[config.mk]
export PLATFORM = sky130hd
export DESIGN_NAME = rlpt_ram
export DESIGN_NICKNAME = d
export VERILOG_FILES = /design/src/rtl/rlpt_ram.sv
export SDC_FILE = /design/constraint.sdc
export NUM_CORES = 1
export LEC_CHECK = 0
export ABC_AREA = 1
export BUFFER_PORTS_ARGS = -buffer_cell sky130_fd_sc_hd__buf_2
export CORE_MARGIN = 3
export CORE_UTILIZATION = 30
export CTS_BUF_LIST = sky130_fd_sc_hd__clkbuf_8
export DETAILED_ROUTE_END_ITERATION = 8
export SLEW_MARGIN = 20
export SYNTH_ARGS = -nofsm -noshare
export SYNTH_HDL_FRONTEND = slang
export SYNTH_SLANG_ARGS = --single-unit
[constraint.sdc]
create_clock -name clock -period 1.1 [get_ports clock]
set_clock_uncertainty 0.2 [all_clocks]
set_input_delay 0.11 -clock clock [delete_from_list [all_inputs] [get_ports clock]]
set_output_delay 0.11 -clock clock [all_outputs]
set_load 0.02 [all_outputs]
[src/rtl/rlpt_ram.sv]
// ----------------------------------------------------------------------------
// rlpt_ram
// Simple dual-port RAM: one write port, one read port with registered data.
// ----------------------------------------------------------------------------
module rlpt_ram #(
   parameter int WIDTH     = 8,
   parameter int ADDR_BITS = 4
) (
   input  logic                 clock,
   input  logic                 wr_en,
   input  logic [ADDR_BITS-1:0] wr_addr,
   input  logic [WIDTH-1:0]     wr_data,
   input  logic [ADDR_BITS-1:0] rd_addr,
   output logic [WIDTH-1:0]     rd_data
);

   logic [WIDTH-1:0] mem [(1 << ADDR_BITS)];
   logic [WIDTH-1:0] rd_data_ff;

   always_ff @(posedge clock) begin
      if (wr_en) begin
         mem[wr_addr] <= wr_data;
      end
   end

   always_ff @(posedge clock) begin
      rd_data_ff <= mem[rd_addr];
   end

   assign rd_data = rd_data_ff;

endmodule

==> qor.csv, run 1 <==
stage;metric;value;unit
setup_path;r2r setup slk;-20;ps
cts;htree depth;4;
cts;clk root buf;clkbuf_8;
yosys;Seq/Total Area, Yosys;69.4;%
cells_and_area;Layout Nets;638;
cts;Clock Latency Late Sink;440;ps
drt;uppermost layer routed;met4;
placement;PortBufs;25;
status;status;finished with violations;
timing;Slew Limit Fails;0;
global_routing;initial antenna violation count;0;
setup_path;Bufs and invs on worst path;1;
timing;crit share post-route;112;%
cts;clock-pin transition on the worst setup and hold timing paths;70;ps
cts;TritonCTS clock tree;yes;
timing;Hold Violations, Final;0;
cts;CTS buffer count;17;
global_routing;aggregate global routing overflow;0;
yosys;largest family of logic cells by synthesized area;simple AND/OR/NAND/NOR gates;
timing;Final min period;1230;ps
cells_and_area;Non-Filler Instances;867;
drt;met3 routed WL;781;um
die;core area;18800;um2
timing;worst-margin pin slew;403;ps
pwr;Max IR drop VDD;0.610;mV
yosys;#FFs+latches synth;136;
drt;WL per Instance;15.6;um
yosys;Simple-Gate Fraction of Synth Area;21.0;%
global_routing;Tot GR Track Use;13.7;%
timing;fmax;815;MHz
placement;GPL Wtd Cong;0.799;
timing;Final setup viols;14;
die;Die Y;145;um
cells_and_area;layout cell share with drive strength beyond 1;27.8;%
placement;Post-Place Cells;824;
die;Cell Rows;50;
cts;clk buf depth;2;
yosys;Yosys Warn Count;0;
global_routing;pin count of the biggest net entering global routing;42;
die;IO Pins;26;
setup_path;Critical Path, Cell by Cell;buf_6;
drt;DRT Pass-1 Iters;4;
timing;RSZ-0062 raised after global routing;yes;
pwr;pwr dens;1520;nW/um2
drt;Post-Route WL;13600;um
global_routing;first-pass GRT wire length;21100;um
yosys;post-synthesis mux area share;0;%
drt;Via density;4.49;
pwr;Leakage;3.11;nW
cells_and_area;most frequent cells in the layout;nand2_1 (168), edfxtp_1 (128), inv_1 (98);
cells_and_area;commonest non-fill, non-tap cell in the layout;nand2_1;
cts;TritonCTS Sinks;136;
setup_path;top fanout value on the critical path;1;
setup_path;Worst Path Required;790;ps
yosys;Distinct cells, synth;12;
timing;slew margin rel.;73.1;%
drt;DR DRC count;0;
timing;Setup TNS;-909;ps
global_routing;vias in the first global route;3819;
setup_path;slowest CP cell;dfxtp_4;
drt;met2 wire length;6300;um
yosys;Netlist Area Pre-Place;5770;um2
setup_path;Worst setup EP type;primary output;
setup_path;Setup CP Type;register to primary output;
yosys;net count after synthesis;569;
yosys;adder and majority cell fraction of the synthesized area;0;%
placement;Post-DP HPWL;8650;um
status;failing checks;negative setup slack;
die;Initial Utilization;30.7;%
yosys;post-synthesis xor/xnor area fraction;0;%
yosys;Post-Syn Instances;551;
hold_path;Min-Delay Path Class;input port to register;
placement;Place WS;-281;ps
drt;post-route ant nets;0;
timing;Worst Slack Setup Final;-127;ps
die;Die Area;20900;um2
setup_path;WP data arrival;920;ps
cells_and_area;Fill cells;1792;
die;die extent in x;145;um
cells_and_area;area grow syn2layout;26.5;%
setup_path;slowest stage delay, CP;360;ps
yosys;post-synthesis compound-gate area fraction;0;%
drt;drt first-iter violations;451;
drt;via count;3894;
yosys;Mapped Avg Cell Area;10.5;um2
cells_and_area;n_diodes;0;
setup_path;Setup crit start kind;register;
run;max-cap check violation count;0;
setup_path;Crit path max-delay family;flip-flops;
drt;met1 WL;6180;um
==> routing by layer <==
metal	up-vias	track usage, %
li1	1906	-
met1	1838	18.6
met2	131	21.3
met3	19	3.11
met4	0	5.84
met5	-	0
==> layout make-up <==
cell class | instances | area, um2 | area share, %
Timing Repair Buffer | 74 | 649 | 8.90
Sequential cell | 136 | 4020 | 55.1
Clock inverter | 12 | 149 | 2.04
Tap cell | 234 | 293 | 4.01
Multi-Input combinational cell | 289 | 1530 | 21.0
Inverter | 102 | 383 | 5.25
Clock buffer | 20 | 275 | 3.77
==> worst paths after layout <==
| path | end | start | depth (start not counted) |
|---|---|---|---|
| max | rd_data[0] | rd_data[0] | 1 |
| max reg2reg | rd_data[5] | mem[11][5] | 6 |
| min | rd_data[5] | rd_addr[2] | 5 |
| min reg2reg | rd_data[1] | mem[7][1] | 6 |
==> cell families (layout without fill, tap and decap cells) <==
kind of cell,count (synthesis),count (layout)
flip-flops,136,136
buffers and inverters,126,208
AND/OR/NAND/NOR,289,289
==> power breakdown <==
part / switching, W / leakage (nW) / total (W) / internal (W)
clock network: 0.00186 / 0.207 / 0.00427 / 0.00241
registers: 0.0000471 / 1.22 / 0.00584 / 0.00579
logic: 0.000614 / 1.68 / 0.000977 / 0.000363
==> through the flow <==
step	instance area (um2)	hold WS [ps]	power (W)	util, %
floorplan	5790	8.87	0.00639	-
global placement	6410	337	0.00676	34.1
detailed placement	6410	339	0.00677	34.1
CTS	7180	10.4	0.0112	38.2
global route	7290	35.4	0.0115	38.9
finish	7290	27.7	0.0111	38.9
==> synthesized netlist by cell type (all sizes together) <==
cell / instances / area, um2
nor2: 17 / 63.8
buf: 24 / 166
dfxtp: 8 / 160
edfxtp: 128 / 3840
inv: 102 / 383
nand3: 97 / 485
nand2: 173 / 649
nand3b: 2 / 15.0
==> flip-flops by register name (all words and copies together) (netlist names) <==
| name | flops |
|---|---|
| mem | 128 |
| rd_data | 8 |
==> repair_timing <==
action	in CTS	in global routing
gates cloned	0	0
endpoints found under the hold margin	136	0
resized for setup	61	27
pin swaps	30	31
hold buffers	11	0
endpoints found under the setup margin	16	16
setup buffers	0	0
Power figures use the tool's default switching activity.
==> run 2: changes to the inputs <==
Settings changed: CTS_BUF_LIST sky130_fd_sc_hd__clkbuf_8 to default.
==> run 2 against run 1 <==
  * The flow still finishes with violations (negative setup slack)
  * Global-route usage barely moved
  * Sequential power barely moved
  * Power rose by 14%
  * Sequential share of layout area fell by 1.2 points
  * Critical path type unchanged
==> qor.csv, run 2 (synthesized netlist as in run 1, its figures left out) <==
stage;metric;value;unit
placement;GPL Wtd Cong;0.799;
timing;crit share post-route;110;%
cts;clk root buf;clkbuf_16;
setup_path;slowest stage delay, CP;360;ps
cells_and_area;n_diodes;0;
die;die extent in x;145;um
die;Cell Rows;50;
global_routing;first-pass GRT wire length;21100;um
setup_path;Worst Reg-to-Reg Cells;6;
timing;final hold slack;28.6;ps
die;IO Pins;26;
setup_path;Crit path max-delay family;flip-flops;
cells_and_area;layout cell share with drive strength beyond 1;27.6;%
drt;post-route ant nets;0;
cts;CTS buffer count;17;
drt;via count;3831;
setup_path;Worst Path Required;790;ps
setup_path;slowest CP cell;dfxtp_2;
cells_and_area;Largest register FFs;128;
pwr;pwr dens;1690;nW/um2
cts;Clock Latency Late Sink;420;ps
cts;Post-CTS Setup Bufs;0;
timing;Final min period;1210;ps
drt;Post-Route WL;13500;um
timing;Final setup viols;15;
timing;RSZ-0062 raised after global routing;yes;
cts;htree depth;4;
drt;DR DRC count;0;
setup_path;WP depth;1;
cts;TritonCTS Sinks;136;
cells_and_area;Biggest register;mem;
die;Die Area;20900;um2
global_routing;vias in the first global route;3808;
timing;Hold Violations, Final;0;
setup_path;Worst setup EP type;primary output;
hold_path;Min-Delay Path Class;input port to register;
timing;slew margin rel.;72.8;%
cts;clk buf depth;2;
setup_path;top fanout value on the critical path;1;
setup_path;Setup CP Type;register to primary output;
cells_and_area;commonest non-fill, non-tap cell in the layout;nand2_1;
cts;clock-pin transition on the worst setup and hold timing paths;60;ps
pwr;Leakage;3.19;nW
pwr;Max IR drop VDD;1.06;mV
die;Initial Utilization;30.7;%
cells_and_area;final core occ;39.7;%
global_routing;aggregate global routing overflow;0;
status;status;finished with violations;
setup_path;Critical Path, Cell by Cell;buf_6;
die;Die Y;145;um
placement;Post-DP HPWL;8650;um
timing;Slew Limit Fails;0;
setup_path;WP data arrival;900;ps
cells_and_area;most frequent cells in the layout;nand2_1 (169), edfxtp_1 (128), inv_1 (97);
global_routing;pin count of the biggest net entering global routing;42;
global_routing;initial antenna violation count;0;
cts;TritonCTS clock tree;yes;
cells_and_area;Layout Nets;636;
drt;drt first-iter violations;385;
drt;DRT Pass-1 Iters;5;
placement;PortBufs;25;
setup_path;Bufs and invs on worst path;1;
timing;worst-margin pin slew;408;ps
timing;Worst Slack Setup Final;-105;ps
global_routing;Tot GR Track Use;13.8;%
run;max-cap check violation count;0;
cells_and_area;area grow syn2layout;29.3;%
setup_path;Setup crit start kind;register;
status;failing checks;negative setup slack;
die;core area;18800;um2
drt;WL per Instance;15.6;um
timing;fmax;830;MHz
drt;Via density;4.43;
hold_path;WHS Path Cells;5;
[run 2: cell count changes in the layout (fill, tap and decap cells not counted), sizes merged]
cell,change
dlygate4sd3,-2
[run 2: path summary, 6_finish.rpt]
path                                 start          to  slack, ps
worst min register to register   mem[7][1]  rd_data[1]        470
worst max-delay path            rd_data[6]  rd_data[6]       -110
worst min-delay path            rd_addr[2]  rd_data[1]         30
worst max register to register   mem[8][5]  rd_data[5]        -30
[run 2: through the flow]
step	cell area (um2)	power [W]	instances	setup TNS, ps	setup slack [ps]
finish	7460	0.0126	865	-750	-105
floorplan	5790	0.00639	551	-13430	-139
CTS	7340	0.0127	865	-877	-132
detailed placement	6410	0.00677	824	-29790	-281
global route	7460	0.0131	865	-1500	-145
global placement	6410	0.00676	824	-28890	-267
[run 2: layer usage]
layer / track usage [%] / vias up / wire length, um
li1: - / 1908 / -
met1: 18.5 / 1812 / 6290
met3: 3.64 / 20 / 641
met4: 5.35 / 0 / 275
met2: 21.4 / 91 / 6320
met5: 0 / - / 0
[run 2: timing repair]
item,4_1_cts,5_1_grt
pin swaps,29,25
endpoints found under the hold margin,136,0
endpoints found under the setup margin,16,16
resized for setup,60,26
hold buffers,9,0
[run 2: layout make-up]
| class | instances | area, um2 |
|---|---|---|
| multi-input combinational | 289 | 1520 |
| tap | 234 | 293 |
| clock buffer | 20 | 467 |
| clock inverter | 12 | 149 |
| timing repair buffer | 72 | 626 |
| fill | 1773 | 11300 |
| inverter | 102 | 383 |
| sequential | 136 | 4020 |
[run 2: worst register-to-register path: cells and delay by family, from the launching register on]
kind	cells	cell delay, ps
AND/OR/NAND/NOR	5	390
flip-flops	1	360
buffers and inverters	1	70
[run 2: report_power, final]
group	switching [W]	internal [W]	total (W)
combinational	0.000612	0.000357	0.000968
sequential	0.0000484	0.00580	0.00585
clock	0.00208	0.00373	0.00581
total	0.00274	0.00988	0.0126
